$ cat config.mk
export PLATFORM = sky130hd
export DESIGN_NAME = mouse_nibble_handshake_port
export DESIGN_NICKNAME = d
export VERILOG_FILES = /design/src/hw/rtl/mnh_pkg.sv /design/src/hw/rtl/mnh_clamp.sv /design/src/hw/rtl/mnh_in_stage.sv /design/src/hw/rtl/mnh_engine.sv /design/src/hw/rtl/mouse_nibble_handshake_port.sv
export SDC_FILE = /design/constraint.sdc
export NUM_CORES = 1
export LEC_CHECK = 0
export ABC_AREA = 1
export BUFFER_PORTS_ARGS = -buffer_cell sky130_fd_sc_hd__buf_2
export CORE_MARGIN = 1
export CORE_UTILIZATION = 62
export CTS_CLUSTER_DIAMETER = 40
export CTS_CLUSTER_SIZE = 40
export DETAILED_ROUTE_END_ITERATION = 7
export PLACE_DENSITY = 0.85
export SYNTH_ARGS = -nofsm -noshare
export SYNTH_HDL_FRONTEND = slang
export SYNTH_HIERARCHICAL = 1
export SYNTH_SLANG_ARGS = --single-unit
$ cat constraint.sdc
create_clock -name clk -period 9.7 [get_ports clk]
set_input_delay 1.455 -clock clk [delete_from_list [all_inputs] [get_ports clk]]
set_output_delay 1.455 -clock clk [all_outputs]
set_load 0.02 [all_outputs]
$ cat src/hw/rtl/mnh_pkg.sv
// shared types and constants for the mouse nibble handshake port
`default_nettype none

package mnh_pkg;

  localparam int MOTION_WIDTH_DEF = 12;
  localparam int HELD_MAX         = 255;

  localparam int PHASE_W = 4;
  localparam int NIBBLE_W = 4;
  localparam int DATA_W  = 5;

  // phase codes
  localparam logic [PHASE_W-1:0] PH_IDLE   = 4'd0;
  localparam logic [PHASE_W-1:0] PH_ID     = 4'd1;
  localparam logic [PHASE_W-1:0] PH_ID2    = 4'd2;
  localparam logic [PHASE_W-1:0] PH_ID3    = 4'd3;
  localparam logic [PHASE_W-1:0] PH_FLAGS  = 4'd4;
  localparam logic [PHASE_W-1:0] PH_BTNS   = 4'd5;
  localparam logic [PHASE_W-1:0] PH_X_HI   = 4'd6;
  localparam logic [PHASE_W-1:0] PH_X_LO   = 4'd7;
  localparam logic [PHASE_W-1:0] PH_Y_HI   = 4'd8;
  localparam logic [PHASE_W-1:0] PH_LAST   = 4'd9;

  // fixed port answers
  localparam logic [DATA_W-1:0] PD_IDLE = 5'h10;
  localparam logic [DATA_W-1:0] PD_ID   = 5'h1B;
  localparam logic [DATA_W-1:0] PD_ID2  = 5'h0F;
  localparam logic [DATA_W-1:0] PD_ID3  = 5'h1F;
  localparam logic [DATA_W-1:0] PD_BUSY = 5'h10;

  typedef struct packed {
    logic                select_level;
    logic                strobe_level;
    logic [NIBBLE_W-1:0] buttons_n;
  } mnh_lines_t;

endpackage

`default_nettype wire

$ cat src/hw/rtl/mnh_clamp.sv
// combinational saturating clamp of one motion axis to a byte with sign and overflow flags
`default_nettype none

module mnh_clamp #(
  parameter int MOTION_WIDTH = mnh_pkg::MOTION_WIDTH_DEF
) (
  input  wire logic signed [MOTION_WIDTH-1:0] motion,
  output logic             [7:0]              held,
  output logic                                sign,
  output logic                                over
);
  import mnh_pkg::*;

  localparam logic signed [MOTION_WIDTH-1:0] POS_LIM = MOTION_WIDTH'(HELD_MAX);
  localparam logic signed [MOTION_WIDTH-1:0] NEG_LIM = -POS_LIM;

  logic over_pos;
  logic over_neg;

  assign over_pos = motion > POS_LIM;
  assign over_neg = motion < NEG_LIM;
  assign sign     = motion[MOTION_WIDTH-1];
  assign over     = over_pos | over_neg;
  // in-range negatives keep their two's complement low byte
  assign held     = over ? 8'hFF : motion[7:0];

endmodule

`default_nettype wire

$ cat src/hw/rtl/mnh_in_stage.sv
// input register stage for line levels and motion
`default_nettype none

module mnh_in_stage #(
  parameter int MOTION_WIDTH = mnh_pkg::MOTION_WIDTH_DEF
) (
  input  wire logic                             clk,
  input  wire logic                             rst_n,
  input  wire logic                             in_valid,
  output logic                                  in_ready,
  input  wire mnh_pkg::mnh_lines_t              in_lines,
  input  wire logic signed [MOTION_WIDTH-1:0]   in_mx,
  input  wire logic signed [MOTION_WIDTH-1:0]   in_my,
  output logic                                  s1_valid,
  input  wire logic                             s1_take,
  output mnh_pkg::mnh_lines_t                   s1_lines,
  output logic signed [MOTION_WIDTH-1:0]        s1_mx,
  output logic signed [MOTION_WIDTH-1:0]        s1_my
);
  import mnh_pkg::*;

  logic                           valid_r;
  mnh_lines_t                     lines_r;
  logic signed [MOTION_WIDTH-1:0] mx_r;
  logic signed [MOTION_WIDTH-1:0] my_r;

  assign in_ready = !valid_r || s1_take;

  always_ff @(posedge clk) begin
    if (!rst_n) begin
      valid_r <= 1'b0;
    end else if (in_ready) begin
      valid_r <= in_valid;
    end
  end

  always_ff @(posedge clk) begin
    if (in_valid && in_ready) begin
      lines_r <= in_lines;
      mx_r    <= in_mx;
      my_r    <= in_my;
    end
  end

  assign s1_valid = valid_r;
  assign s1_lines = lines_r;
  assign s1_mx    = mx_r;
  assign s1_my    = my_r;

endmodule

`default_nettype wire

$ cat src/hw/rtl/mnh_engine.sv
// phase tracking, motion hold and result register
`default_nettype none

module mnh_engine #(
  parameter int MOTION_WIDTH = mnh_pkg::MOTION_WIDTH_DEF
) (
  input  wire logic                           clk,
  input  wire logic                           rst_n,
  input  wire logic                           s1_valid,
  output logic                                s1_take,
  input  wire mnh_pkg::mnh_lines_t            s1_lines,
  input  wire logic signed [MOTION_WIDTH-1:0] s1_mx,
  input  wire logic signed [MOTION_WIDTH-1:0] s1_my,
  output logic                                out_valid,
  input  wire logic                           out_ready,
  output logic [mnh_pkg::DATA_W-1:0]          out_port_data,
  output logic                                out_motion_taken
);
  import mnh_pkg::*;

  logic [PHASE_W-1:0] phase_r, phase_nxt;
  logic               prev_sel_r, prev_str_r;
  logic [7:0]         held_x_r, held_x_nxt;
  logic [7:0]         held_y_r, held_y_nxt;
  logic [3:0]         held_flags_r, held_flags_nxt;
  logic               taken_nxt;
  logic [DATA_W-1:0]  data_nxt;

  logic               out_valid_r;
  logic [DATA_W-1:0]  data_r;
  logic               taken_r;

  logic [7:0]         cx, cy;
  logic               sx, ox, sy, oy;

  mnh_clamp #(.MOTION_WIDTH(MOTION_WIDTH)) u_clamp_x (
    .motion (s1_mx),
    .held   (cx),
    .sign   (sx),
    .over   (ox)
  );

  mnh_clamp #(.MOTION_WIDTH(MOTION_WIDTH)) u_clamp_y (
    .motion (s1_my),
    .held   (cy),
    .sign   (sy),
    .over   (oy)
  );

  assign s1_take = s1_valid && (!out_valid_r || out_ready);

  always_comb begin
    phase_nxt      = phase_r;
    held_x_nxt     = held_x_r;
    held_y_nxt     = held_y_r;
    held_flags_nxt = held_flags_r;
    taken_nxt      = 1'b0;
    if (s1_lines.select_level) begin
      phase_nxt = PH_IDLE;
    end else if (phase_r == PH_IDLE) begin
      // falling select starts a read
      if (prev_sel_r) begin
        phase_nxt      = PH_ID;
        held_x_nxt     = cx;
        held_y_nxt     = cy;
        held_flags_nxt = {oy, ox, sy, sx};
        taken_nxt      = 1'b1;
      end
    end else if (prev_str_r != s1_lines.strobe_level) begin
      if (phase_r < PH_LAST) begin
        phase_nxt = phase_r + PHASE_W'(1);
      end
    end
  end

  always_comb begin
    unique case (phase_nxt)
      PH_IDLE:  data_nxt = PD_IDLE;
      PH_ID:    data_nxt = PD_ID;
      PH_ID2:   data_nxt = PD_ID2;
      PH_ID3:   data_nxt = PD_ID3;
      PH_FLAGS: data_nxt = {1'b0, held_flags_nxt};
      PH_BTNS:  data_nxt = PD_BUSY | {1'b0, ~s1_lines.buttons_n};
      PH_X_HI:  data_nxt = {1'b0, held_x_nxt[7:4]};
      PH_X_LO:  data_nxt = PD_BUSY | {1'b0, held_x_nxt[3:0]};
      PH_Y_HI:  data_nxt = {1'b0, held_y_nxt[7:4]};
      default:  data_nxt = PD_BUSY | {1'b0, held_y_nxt[3:0]};
    endcase
  end

  always_ff @(posedge clk) begin
    if (!rst_n) begin
      phase_r      <= PH_IDLE;
      prev_sel_r   <= 1'b1;
      prev_str_r   <= 1'b1;
      held_x_r     <= '0;
      held_y_r     <= '0;
      held_flags_r <= '0;
      out_valid_r  <= 1'b0;
    end else begin
      if (s1_take) begin
        phase_r      <= phase_nxt;
        prev_sel_r   <= s1_lines.select_level;
        prev_str_r   <= s1_lines.strobe_level;
        held_x_r     <= held_x_nxt;
        held_y_r     <= held_y_nxt;
        held_flags_r <= held_flags_nxt;
        out_valid_r  <= 1'b1;
      end else if (out_ready) begin
        out_valid_r  <= 1'b0;
      end
    end
  end

  always_ff @(posedge clk) begin
    if (s1_take) begin
      data_r  <= data_nxt;
      taken_r <= taken_nxt;
    end
  end

  assign out_valid        = out_valid_r;
  assign out_port_data    = data_r;
  assign out_motion_taken = taken_r;

endmodule

`default_nettype wire

$ cat src/hw/rtl/mouse_nibble_handshake_port.sv
// an accepted input beat passes through the input register and then the result register
// throughput: one beat per cycle while out_ready stays high, set by the input and result registers
// each holding one beat with ready passed back combinationally
// reset: synchronous active-low; phase 0, select/strobe history high,
// held motion and flags zero, both register stages empty
`default_nettype none

module mouse_nibble_handshake_port #(
  parameter int MOTION_WIDTH = mnh_pkg::MOTION_WIDTH_DEF
) (
  input  wire logic                             clk,
  input  wire logic                             rst_n,
  input  wire logic                             in_valid,
  output logic                                  in_ready,
  input  wire logic                             in_select_level,
  input  wire logic                             in_strobe_level,
  input  wire logic [mnh_pkg::NIBBLE_W-1:0]     in_buttons_n,
  input  wire logic signed [MOTION_WIDTH-1:0]   in_motion_x,
  input  wire logic signed [MOTION_WIDTH-1:0]   in_motion_y,
  output logic                                  out_valid,
  input  wire logic                             out_ready,
  output logic [mnh_pkg::DATA_W-1:0]            out_port_data,
  output logic                                  out_motion_taken
);
  import mnh_pkg::*;

  mnh_lines_t                     in_lines;
  mnh_lines_t                     s1_lines;
  logic                           s1_valid;
  logic                           s1_take;
  logic signed [MOTION_WIDTH-1:0] s1_mx;
  logic signed [MOTION_WIDTH-1:0] s1_my;

  assign in_lines = '{select_level: in_select_level,
                      strobe_level: in_strobe_level,
                      buttons_n:    in_buttons_n};

  mnh_in_stage #(.MOTION_WIDTH(MOTION_WIDTH)) u_in_stage (
    .clk      (clk),
    .rst_n    (rst_n),
    .in_valid (in_valid),
    .in_ready (in_ready),
    .in_lines (in_lines),
    .in_mx    (in_motion_x),
    .in_my    (in_motion_y),
    .s1_valid (s1_valid),
    .s1_take  (s1_take),
    .s1_lines (s1_lines),
    .s1_mx    (s1_mx),
    .s1_my    (s1_my)
  );

  mnh_engine #(.MOTION_WIDTH(MOTION_WIDTH)) u_engine (
    .clk              (clk),
    .rst_n            (rst_n),
    .s1_valid         (s1_valid),
    .s1_take          (s1_take),
    .s1_lines         (s1_lines),
    .s1_mx            (s1_mx),
    .s1_my            (s1_my),
    .out_valid        (out_valid),
    .out_ready        (out_ready),
    .out_port_data    (out_port_data),
    .out_motion_taken (out_motion_taken)
  );

`ifndef SYNTHESIS
  // a latch beat always answers with the id nibble
  a_taken_id: assert property (@(posedge clk) disable iff (!rst_n)
    out_valid && out_motion_taken |-> out_port_data == PD_ID)
    else $error("motion latch beat without id answer");

  // input stalls only when both stages are full and the result is held
  a_stall_cause: assert property (@(posedge clk) disable iff (!rst_n)
    !in_ready |-> out_valid && !out_ready)
    else $error("input stalled with room downstream");

  // a pending result that is not taken stays pending
  a_out_hold: assert property (@(posedge clk) disable iff (!rst_n)
    out_valid && !out_ready |=> out_valid)
    else $error("result dropped before it was taken");
`endif

endmodule

`default_nettype wire
==> Implementation_results.wiki, run 1 <==
{| class="wikitable"
! Metric !! Value
|-
| Status || completed
|-
| Antenna diode count || 0
|-
| Rows || 25
|-
| Startpoint of the worst-slack reg-to-reg timing path || u_in_stage/s1_valid$_SDFFE_PN0P_
|-
| Overall die area || between 5000 and 6000 sq um
|-
| Number of antenna violations at the first check in global routing || 0
|-
| Starting density of the core || 66.33%
|-
| Share of synthesized registers carrying an async set or reset || 0%
|-
| Worst max-slew margin expressed relative to the limit || 27.09%
|-
| Post-layout min period || approximately 5.0 ns
|-
| Die H || ~74 um
|-
| All-Layer GR Usage || roughly a quarter
|-
| Proportion of power drawn by combinational gates || 18.3%
|-
| X dimension of the die || approximately 74 um
|-
| Fraction of layout cells with a size suffix above 1 || approximately 19%
|-
| Main synth FF type || edfxtp_1
|-
| Synth area leaders || edfxtp_1, dfxtp_1, nand2_1
|-
| Post-synth top area cell || edfxtp_1
|-
| Actual transition at the worst max-transition pin || between 1 and 1.5 ns
|-
| Number of remaining DRC errors || 0
|-
| Netlist area before placement || between 3000 and 4000 sq um
|-
| Clock skew after layout || about 0.0083 ns
|-
| Net count after synthesis || roughly 440
|-
| Placement-stage cell area || 3451 sq um
|-
| Setup crit start kind || primary input
|-
| Tcrit/Tclk final || around 52%
|-
| Maximum count of clock buffers along a single path || 2
|-
| Portion of the post-synthesis area used by sequential elements || between 50% and 60%
|-
| Critical path start-end classification || primary input to output port
|-
| Final Net Count || between 400 and 500
|-
| Count of H-tree levels built during CTS || 3
|-
| Avg Cell Area, Syn || 8.052 sq um
|-
| Number of buffers added to fix hold violations after cts || 0
|-
| RSZ-0062 raised after global routing || no
|-
| Number of resized instances in the post-cts repair step || 0
|-
| DPL Wire Length || approximately 4.6 mm
|-
| Clock-pin slew on the worst setup and hold paths || roughly 0.06 ns
|-
| Number of buffers added by the clock tree synthesis step || 9
|-
| Skew-Pair Late Insertion Delay || 0.34 ns
|-
| Clock Power Share || 34.8%
|-
| Number of library cell types mapped by synthesis || 29
|-
| First drt pass iteration count || 5
|-
| Leakage || ~1.8 nW
|-
| Commonest cells in the netlist || nand2_1, inv_1, edfxtp_1
|-
| Maximum number of pins on one net before global-route repair || 39
|-
| Post-DRT Antenna Nets || 0
|-
| Data required, critical path || 8.25 ns
|-
| Final setup TNS || 0 ns
|-
| Worst slack on hold paths || approximately 0.51 ns
|-
| Launch point of the critical path || out_ready
|-
| Final-report hold violation count || 0
|-
| Net load switching power || roughly 0.19 mW
|-
| Number of setup violations in the final report || 0
|-
| First DRT Iteration DRCs || between 200 and 250
|-
| # IOs || 42
|-
| Hold Path Origin || u_engine/held_x_r[3]$_SDFFE_PN0P_
|-
| Number of warnings reported in the yosys synthesis log || 6
|-
| CTS Root Buffer Type || clkbuf_8
|-
| Switching Share || roughly 28%
|-
| FILL cells || between 300 and 400
|-
| Global-route wire length before repair || approximately 10 mm
|-
| Footprint of the multi-input gates || between 1000 and 1500 sq um
|-
| Post-DR wirelength/cell || 12.56 um
|-
| Count of buffers from port buffering || 41
|-
| Sinks on Clock Net || 64
|-
| Dominant cell by count in the synthesized netlist || nand2_1
|-
| Final weighted congestion of routability-driven global placement || between 0.8 and 0.9
|-
| Fraction of power consumed by sequential logic || between 40% and 50%
|-
| Footprint of the flip-flops and latches || roughly 1600 sq um
|-
| Count of buffers added by post-CTS timing repair for setup || 0
|-
| Max VDD drop || ~130 uV
|-
| Top cell type's share of synthesized area || 33.40%
|-
| Pwr/cell area || ~190 nW/um^2
|-
| Total count of max-transition violations in the final report || 0
|-
| Detailed-route via count || 2695
|-
| Gate count of the mapped netlist || between 400 and 500
|-
| Core area || 4880 sq um
|-
| Number of synthesized flops with an enable pin || 36
|-
| Vias/cell || 5.243
|-
| Crit path arrival time || 3.55 ns
|-
| Highest achievable clock rate || roughly 200 MHz
|-
| Wirelength, routed || around 6.5 mm
|-
| Worst Setup End Kind || output port
|-
| Classification of the worst-slack hold path || register to register
|-
| Maximum fanout along the worst path || 38
|-
| Internal power component || ~0.5 mW
|-
| Post-synthesis sequential element count || 64
|-
| Relative area change from synthesis to final layout || 12.95%
|-
| Final non-filler cell area || 3656 sq um
|-
| Reported max-cap violation count || 0
|-
| Number of global-route vias before repair || approximately 2500
|-
| Residual overflow from global routing || 0
|-
| CTS tree || yes
|}
==> state kept, by name, summed over array words and instances (netlist names), 4 cells and up <==
register,cells
u_engine/held_y_r,8
u_engine/held_flags_r,4
u_in_stage/s1_lines,6
u_engine/held_x_r,8
u_engine/phase_r,4
u_in_stage/s1_mx,12
u_in_stage/s1_my,12
u_engine/out_port_data,5
==> power by group through the flow <==
stage / Sequential [mW] / Clock [mW] / Combinational [mW]
3_5_place_dp: 0.328 / 0 / 0.123
4_1_cts: 0.322 / 0.243 / 0.124
6_report: 0.322 / 0.239 / 0.126
5_1_grt: 0.325 / 0.254 / 0.140
3_3_place_gp: 0.327 / 0 / 0.118
2_1_floorplan: 0.330 / 0 / 0.0913
==> worst paths after layout <==
path / endpoint / slack, ns / cells after the start
setup / recovery: in_ready / 4.69 / 8
hold / removal: u_engine/held_x_r[3]$_SDFFE_PN0P_ / 0.51 / 2
setup reg to reg: u_in_stage/s1_my[11]$_DFFE_PP_ / 6.66 / 5
hold reg to reg: u_engine/held_x_r[3]$_SDFFE_PN0P_ / 0.51 / 2
==> layout make-up <==
type | instances | share of cell area (%)
tap | 67 | 2.293
clock inverter | 4 | 1.916
multi-input combinational | 243 | 32.89
sequential | 64 | 44.90
inverter | 82 | 8.487
timing repair buffer | 42 | 5.818
clock buffer | 12 | 3.696
==> metrics by stage <==
step                util, %  setup slack, ns  total power, mW  cells
global route          74.92            4.432           0.7186    514
detailed placement    70.72            4.752           0.4507    498
finish                74.92            4.691           0.6862    514
global placement      70.72            4.855           0.4443    498
CTS                   74.92            4.717           0.6885    514
floorplan                 -            5.545           0.4214    402
==> placed cells by master (no fill, tap or decap), types with 5 or more instances in the layout <==
| cell type | instances |
|---|---|
| nand4_1 | 5 |
| inv_1 | 76 |
| o21ai_1 | 12 |
| nand2_2 | 6 |
| nand3_2 | 7 |
| clkbuf_8 | 9 |
| nand2_1 | 90 |
| a21oi_1 | 20 |
| nand3_1 | 22 |
| nor2_1 | 34 |
| dfxtp_1 | 28 |
| buf_2 | 41 |
| edfxtp_1 | 36 |
| o21ai_0 | 26 |
==> kinds of logic (layout without fill, tap and decap cells) <==
kind of cell	Yosys count	in the layout	synth area share, %
AO/OA/AOI/OAI	66	66	10.78
adder cells (fa/ha/maj)	2	2	0.7730
flip-flops	64	64	50.72
multiplexers	2	2	0.6185
AND/OR/NAND/NOR	173	173	24.85
buffers and inverters	95	140	12.25
==> worst max-delay path: stages <==
cell,delay [ns]
buf_2,0.09
inv_1,0.04
nand2_1,0.06
nand2_1,0.80
inv_1,0.64
inv_2,0.21
nand2_2,0.09
buf_2,0.16
==> routing by layer <==
| layer | vias up | part of all wire [%] | track usage (%) |
|---|---|---|---|
| met5 | - | 0 | 0 |
| met4 | 0 | 2.3 | 13.21 |
| met2 | 101 | 49 | 43.64 |
| met3 | 19 | 6.5 | 7.453 |
| met1 | 1216 | 42 | 30.58 |
| li1 | 1359 | - | - |
Power figures use the tool's default switching activity.
==> run 2, diff against run 1 <==
--- a/config.mk
+++ b/config.mk
@@ -8,11 +8,11 @@
 export ABC_AREA = 1
 export BUFFER_PORTS_ARGS = -buffer_cell sky130_fd_sc_hd__buf_2
 export CORE_MARGIN = 1
-export CORE_UTILIZATION = 62
+export CORE_UTILIZATION = 52
 export CTS_CLUSTER_DIAMETER = 40
 export CTS_CLUSTER_SIZE = 40
 export DETAILED_ROUTE_END_ITERATION = 7
-export PLACE_DENSITY = 0.85
+export PLACE_DENSITY = 0.76
 export SYNTH_ARGS = -nofsm -noshare
 export SYNTH_HDL_FRONTEND = slang
 export SYNTH_HIERARCHICAL = 1
==> constraint.sdc (replaced) <==
create_clock -name clk -period 4.5 [get_ports clk]
set_input_delay 0.675 -clock clk [delete_from_list [all_inputs] [get_ports clk]]
set_output_delay 0.675 -clock clk [all_outputs]
set_load 0.02 [all_outputs]
==> Implementation_results.wiki, run 2 (synthesis results as in run 1) <==
{| class="wikitable"
! Metric !! Value
|-
| Critical path start-end classification || register to register (was primary input to output port)
|-
| Hold path depth || 2 (unchanged)
|-
| Count of H-tree levels built during CTS || 3 (unchanged)
|-
| Post-layout min period || about 2.1 ns
|-
| Overall die area || 6544 sq um (was 5514 sq um)
|-
| Final total power || 1.559 mW (was 0.6862 mW)
|-
| Post-Place Setup Slack || 2.274 ns (was 4.752 ns)
|-
| CTS tree || yes (unchanged)
|-
| Actual transition at the worst max-transition pin || 0.5618 ns (was 1.091 ns)
|-
| Number of buffers added to fix hold violations after cts || 0 (unchanged)
|-
| Number of remaining DRC errors || 0 (unchanged)
|-
| Leakage || 1.834 nW (was 1.813 nW)
|-
| First drt pass iteration count || 7 (was 5)
|-
| Starting density of the core || 54.35% (was 66.33%)
|-
| Maximum number of pins on one net before global-route repair || 34 (was 39)
|-
| Max VDD drop || 267.7 uV (was 128.0 uV)
|-
| Number of global-route vias before repair || 2365 (was 2454)
|-
| Post-DRT Antenna Nets || 0 (unchanged)
|-
| Worst reg2reg path depth || 13 (was 5)
|-
| Classification of the worst-slack hold path || register to register (unchanged)
|-
| Highest-count cells in the layout ignoring fill and taps || nand2_1, inv_1, buf_2, edfxtp_1, nor2_1 (unchanged)
|-
| Detailed-route via count || 2642 (was 2695)
|-
| Count of buffers added by post-CTS timing repair for setup || 0 (unchanged)
|-
| Final-report hold violation count || 0 (unchanged)
|-
| Reported max-cap violation count || 0 (unchanged)
|-
| Fraction of layout cells with a size suffix above 1 || 19.38% (was 18.57%)
|-
| Maximum fanout along the worst path || 11 (was 38)
|-
| Total count of max-transition violations in the final report || 0 (unchanged)
|-
| X dimension of the die || 80.90 um (was 74.26 um)
|-
| Status || completed (unchanged)
|-
| Highest achievable clock rate || between 400 and 500 MHz
|-
| Rows || 28 (was 25)
|-
| Final weighted congestion of routability-driven global placement || 0.7931 (was 0.8457)
|-
| Crit path arrival time || 2.35 ns (was 3.55 ns)
|-
| Post-DR wirelength/cell || 11.75 um (was 12.56 um)
|-
| Wirelength, routed || 6.159 mm (was 6.454 mm)
|-
| Core area || 5956 sq um (was 4880 sq um)
|-
| Data required, critical path || 4.71 ns (was 8.25 ns)
|-
| Most common cell after layout, fill and taps aside || nand2_1 (unchanged)
|-
| Tcrit/Tclk final || 47.65%
|-
| Worst Setup End Kind || register (was output port)
|-
| Number of buffers added by the clock tree synthesis step || 9 (unchanged)
|-
| Antenna diode count || 0 (unchanged)
|-
| Final setup TNS || 0 ns (unchanged)
|-
| Sinks on Clock Net || 64 (unchanged)
|-
| Skew-Pair Late Insertion Delay || 0.33 ns (was 0.34 ns)
|-
| Setup WS post-layout || 2.356 ns (was 4.691 ns)
|-
| Final Net Count || 480 (was 478)
|-
| Relative area change from synthesis to final layout || 15.00% (was 12.95%)
|-
| Number of antenna violations at the first check in global routing || 0 (unchanged)
|-
| Pwr/cell area || 418.7 nW/um^2 (was 187.7 nW/um^2)
|-
| Global-route wire length before repair || 10.12 mm (was 10.44 mm)
|-
| CTS Root Buffer Type || clkbuf_8 (unchanged)
|-
| Core occupancy in the finished layout || 62.50% (was 74.92%)
|-
| Number of resized instances in the post-cts repair step || 0 (unchanged)
|-
| # IOs || 42 (unchanged)
|-
| Setup crit start kind || register (was primary input)
|-
| Vias/cell || 5.042 (was 5.243)
|-
| Residual overflow from global routing || 0 (unchanged)
|-
| Clock skew after layout || 0.009272 ns (was 0.008259 ns)
|-
| Number of setup violations in the final report || 0 (unchanged)
|-
| Clock-pin slew on the worst setup and hold paths || 0.07 ns (was 0.06 ns)
|-
| Count of buffers from port buffering || 41 (unchanged)
|-
| All-Layer GR Usage || 20.63% (was 26.00%)
|-
| First DRT Iteration DRCs || 118 (was 238)
|-
| Maximum count of clock buffers along a single path || 2 (unchanged)
|-
| DPL Wire Length || 4.403 mm (was 4.564 mm)
|-
| RSZ-0062 raised after global routing || no (unchanged)
|-
| Worst max-slew margin expressed relative to the limit || 62.31% (was 27.09%)
|-
| Die H || 80.90 um (was 74.26 um)
|}
run 2: changes by cell type in the layout (fill, tap and decap cells not counted):
cell | previous run | this run
buf_4 | 1 | 3
clkbuf_1 | 3 | 1
clkinv_2 | 2 | 0
clkinvlp_4 | 0 | 2
bufinv_16 | 2 | 3
clkbuf_8 | 9 | 10
run 2: critical path: stages (launching register included):
cell and delay, ns:
dfxtp_1 0.43, inv_1 0.09, ha_1 0.25, nand2_1 0.10
nand2_2 0.08, nand2_1 0.08, nand2_1 0.05, nand2_2 0.09
nand3_4 0.10, nor2_2 0.35, nand2_1 0.13, nor2_1 0.11
nor2_1 0.08, nand3_2 0.07
run 2: metrics by stage:
stage	hold WS (ns)	cells	cell area [sq um]
global route	0.4888	524	3722
detailed placement	0.4831	508	3476
floorplan	0.4673	402	3237
CTS	0.4968	524	3722
global placement	0.4808	508	3476
finish	0.5028	524	3722
run 2: worst paths after layout:
kind	from	to	slack (ns)
hold reg to reg	u_engine/prev_str_r$_SDFFE_PN1P_	u_engine/prev_str_r$_SDFFE_PN1P_	0.50
setup reg to reg	u_engine/phase_r[1]$_SDFFE_PN0P_	u_engine/out_port_data[3]$_DFFE_PP_	2.36
setup / recovery	u_engine/phase_r[1]$_SDFFE_PN0P_	u_engine/out_port_data[3]$_DFFE_PP_	2.36
hold / removal	u_engine/prev_str_r$_SDFFE_PN1P_	u_engine/prev_str_r$_SDFFE_PN1P_	0.50
run 2: report_power, final:
group	internal (mW)	switching, mW
registers	0.672	0.0214
clock network	0.383	0.214
logic	0.0862	0.182
total	1.14	0.418
run 2: final cells by class:
cell class                 instances  area [sq um]
fill                             519          2233
sequential                        64          1642
multi-input combinational        243          1202
inverter                          82         310.3
timing repair buffer              44         227.7
clock buffer                      11         141.4
clock inverter                     5         105.1
tap                               75         93.84
run 2: routing by layer:
layer / wire (um) / part of all wire, % / GRT usage [%]
met3: 342 / 5.6 / 4.270
met5: 0 / 0 / 0
met1: 2719 / 44 / 26.16
met2: 3026 / 49 / 33.53
met4: 70 / 1.1 / 10.00
==> run 3, diff against run 2 <==
==> constraint.sdc (replaced) <==
create_clock -name clk -period 1.9 [get_ports clk]
set_input_delay 0.285 -clock clk [delete_from_list [all_inputs] [get_ports clk]]
set_output_delay 0.285 -clock clk [all_outputs]
set_load 0.02 [all_outputs]
==> Implementation_results.wiki, run 3 (synthesis results as in run 1) <==
{| class="wikitable"
! Metric !! Value
|-
| Clock skew after layout || 0.007673 ns (was 0.009272 ns)
|-
| Worst max-slew margin expressed relative to the limit || 74.36% (was 62.31%)
|-
| Post-Place Setup Slack || -0.08255 ns (was 2.274 ns)
|-
| Total count of max-transition violations in the final report || 0 (unchanged)
|-
| Maximum fanout along the worst path || 7 (was 11)
|-
| Startpoint of the worst-slack reg-to-reg timing path || u_engine/phase_r[1]$_SDFFE_PN0P_ (unchanged)
|-
| DPL Wire Length || 4.524 mm (was 4.403 mm)
|-
| Actual transition at the worst max-transition pin || 0.3806 ns (was 0.5618 ns)
|-
| Failing checks || setup timing
|-
| Starting density of the core || 54.35% (unchanged)
|-
| # IOs || 42 (unchanged)
|-
| X dimension of the die || 80.90 um (unchanged)
|-
| Cell with the largest stage delay on the worst path || dfxtp_2 (was dfxtp_1)
|-
| Endpoint of the worst-slack reg-to-reg timing path || u_engine/out_port_data[3]$_DFFE_PP_ (unchanged)
|-
| Count of buffers from port buffering || 41 (unchanged)
|-
| Fraction of power consumed by sequential logic || 43.9% (was 44.5%)
|-
| Final setup TNS || -0.03700 ns (was 0 ns)
|-
| Antenna diode count || 0 (unchanged)
|-
| Setup crit start kind || register (unchanged)
|-
| Rows || 28 (unchanged)
|-
| Number of buffers added by the clock tree synthesis step || 9 (unchanged)
|-
| Clock Power Share || 34.6% (was 38.3%)
|-
| Net load switching power || 1.119 mW (was 0.4177 mW)
|-
| Die H || 80.90 um (unchanged)
|-
| Maximum count of clock buffers along a single path || 2 (unchanged)
|-
| Detailed-route via count || 2812 (was 2642)
|-
| Fraction of layout cells with a size suffix above 1 || 28.82% (was 19.38%)
|-
| Final Net Count || 496 (was 480)
|-
| Number of remaining DRC errors || 0 (unchanged)
|-
| Launch point of the critical path || u_engine/phase_r[1]$_SDFFE_PN0P_ (unchanged)
|-
| Post-layout min period || 1.937 ns (was 2.144 ns)
|-
| Number of global-route vias before repair || 2411 (was 2365)
|-
| First DRT Iteration DRCs || 244 (was 118)
|-
| Global-route wire length before repair || 10.70 mm (was 10.12 mm)
|-
| Clock-pin slew on the worst setup and hold paths || 0.08 ns (was 0.07 ns)
|-
| Residual overflow from global routing || 0 (unchanged)
|-
| Highest achievable clock rate || 516.3 MHz (was 466.4 MHz)
|-
| Data required, critical path || 1.99 ns (was 4.71 ns)
|-
| Number of antenna violations at the first check in global routing || 0 (unchanged)
|-
| Max VDD drop || 577.0 uV (was 267.7 uV)
|-
| Slowest Stage Delay on Critical Path || 0.33 ns (was 0.43 ns)
|-
| Number of buffers added to fix hold violations after cts || 0 (unchanged)
|-
| Count of H-tree levels built during CTS || 3 (unchanged)
|-
| CTS tree || yes (unchanged)
|-
| Critical path start-end classification || register to register (unchanged)
|-
| Worst Setup End Kind || register (unchanged)
|-
| RSZ-0062 raised after global routing || yes (was no)
|-
| First drt pass iteration count || 5 (was 7)
|-
| Status || finished, violations left (was completed)
|-
| Highest-count cells in the layout ignoring fill and taps || nand2_1, inv_1, buf_2, edfxtp_1, nor2_1 (unchanged)
|-
| Number of setup violations in the final report || 1 (was 0)
|-
| Final-report hold violation count || 0 (unchanged)
|-
| Classification of the worst-slack hold path || primary input to register (was register to register)
|-
| Leakage || 1.906 nW (was 1.834 nW)
|-
| All-Layer GR Usage || 22.07% (was 20.63%)
|-
| Proportion of power drawn by combinational gates || 21.4% (was 17.2%)
|-
| Worst reg2reg path depth || 14 (was 13)
|-
| Final weighted congestion of routability-driven global placement || 0.8795 (was 0.7931)
|-
| Wirelength, routed || 7.043 mm (was 6.159 mm)
|-
| Tcrit/Tclk final || 101.9% (was 47.65%)
|-
| Crit path arrival time || 2.03 ns (was 2.35 ns)
|-
| Overall die area || 6544 sq um (unchanged)
|-
| Relative area change from synthesis to final layout || 22.03% (was 15.00%)
|-
| Pwr/cell area || 945.6 nW/um^2 (was 418.7 nW/um^2)
|-
| Maximum number of pins on one net before global-route repair || 38 (was 34)
|-
| Most common cell after layout, fill and taps aside || nand2_1 (unchanged)
|-
| Core area || 5956 sq um (unchanged)
|-
| Skew-Pair Late Insertion Delay || 0.34 ns (was 0.33 ns)
|-
| Vias/cell || 5.207 (was 5.042)
|-
| Post-DRT Antenna Nets || 0 (unchanged)
|-
| Sinks on Clock Net || 64 (unchanged)
|-
| Internal power component || 2.616 mW (was 1.141 mW)
|-
| Cell-by-cell trace of the critical path || inv_2 > ha_4 > nand2_4 > nand2_4 > nand3_2 > nand2_2 > nand3_4 > nand2_4 > inv_4 > buf_6 > nand3_2 > nand2_1 > nor2_2 > nand3_2 (was inv_1 > ha_1 > nand2_1 > nand2_2 > nand2_1 > nand2_1 > nand2_2 > nand3_4 > nor2_2 > nand2_1 > nor2_1 > nor2_1 > nand3_2)
|-
| CTS Root Buffer Type || clkbuf_8 (unchanged)
|-
| Worst setup path endpoint || u_engine/out_port_data[3]$_DFFE_PP_ (unchanged)
|-
| Register-to-register setup slack || -0.04 ns (was 2.36 ns)
|-
| Setup WS post-layout || -0.03700 ns (was 2.356 ns)
|-
| Reported max-cap violation count || 0 (unchanged)
|-
| Post-DR wirelength/cell || 13.04 um (was 11.75 um)
|-
| Switching Share || 29.95% (was 26.79%)
|-
| Worst slack on hold paths || 0.1128 ns (was 0.5028 ns)
|}
## run 3: changes by cell type in the layout (fill, tap and decap cells not counted), sizes merged
cell / delta
nor2: +1
buf: +15
clkbuf: -2
clkinv: +2
bufinv: -1
clkinvlp: +1
## run 3: power groups by stage
| stage | sequential, mW | clock (mW) | combinational (mW) |
|---|---|---|---|
| 2_1_floorplan | 1.68 | 0 | 0.475 |
| 3_3_place_gp | 1.66 | 0 | 0.655 |
| 3_5_place_dp | 1.67 | 0 | 0.674 |
| 4_1_cts | 1.64 | 1.31 | 0.685 |
| 5_1_grt | 1.65 | 1.37 | 0.881 |
| 6_report | 1.64 | 1.29 | 0.801 |
## run 3: how the worst min path moves through the flow
stage               startpoint                               end  slack, ns  cells after the start
4_1_cts         in_motion_y[3]     u_in_stage/s1_my[3]$_DFFE_PP_        0.1                      1
3_5_place_dp   in_motion_y[10]    u_in_stage/s1_my[10]$_DFFE_PP_       0.46                      1
3_3_place_gp   in_motion_x[10]    u_in_stage/s1_mx[10]$_DFFE_PP_       0.46                      1
5_1_grt        in_motion_x[11]    u_in_stage/s1_mx[11]$_DFFE_PP_        0.1                      1
6_report       in_strobe_level  u_in_stage/s1_lines[4]$_DFFE_PP_       0.11                      1
2_1_floorplan  in_buttons_n[0]  u_in_stage/s1_lines[0]$_DFFE_PP_       0.38                      0
## run 3: worst max-delay path: cells and delay by family (launching register included)
kind,cells,cell delay (ns)
buffers and inverters,3,0.23
adders and majority gates,1,0.18
DFF,1,0.33
and+or+nand+nor,10,0.95
## run 3: timing repair
action                     4_1_cts  5_1_grt
gates resized for setup          3       35
pin swaps                        0       12
setup endpoints to repair        4        4
cloned                           0        1
setup buffers                    0        6
## run 3: area by class of cell
cell class / instances / area [sq um]
fillers: 490 / 2006
flip-flops and latches: 64 / 1647
multi-input cells: 244 / 1315
repair buffers: 59 / 356.6
inverters: 82 / 317.8
clock buffers: 9 / 123.9
clock inverters: 7 / 96.34
well taps: 75 / 93.84
## run 3: metrics by stage
stage / util (%) / instances / power [mW] / cell area (sq um)
6_report: 66.32 / 540 / 3.735 / 3950
5_1_grt: 66.32 / 540 / 3.903 / 3950
4_1_cts: 63.80 / 533 / 3.635 / 3800
3_5_place_dp: 59.89 / 517 / 2.342 / 3567
3_3_place_gp: 59.89 / 517 / 2.319 / 3567
2_1_floorplan: - / 402 / 2.160 / 3264
## run 3: metal layers
layer	vias up	GRT usage [%]	wire (um)
met1	1267	27.67	2943
met4	0	10.71	236
met3	30	5.955	458
met2	120	35.13	3406
li1	1395	-	-
met5	-	0	0
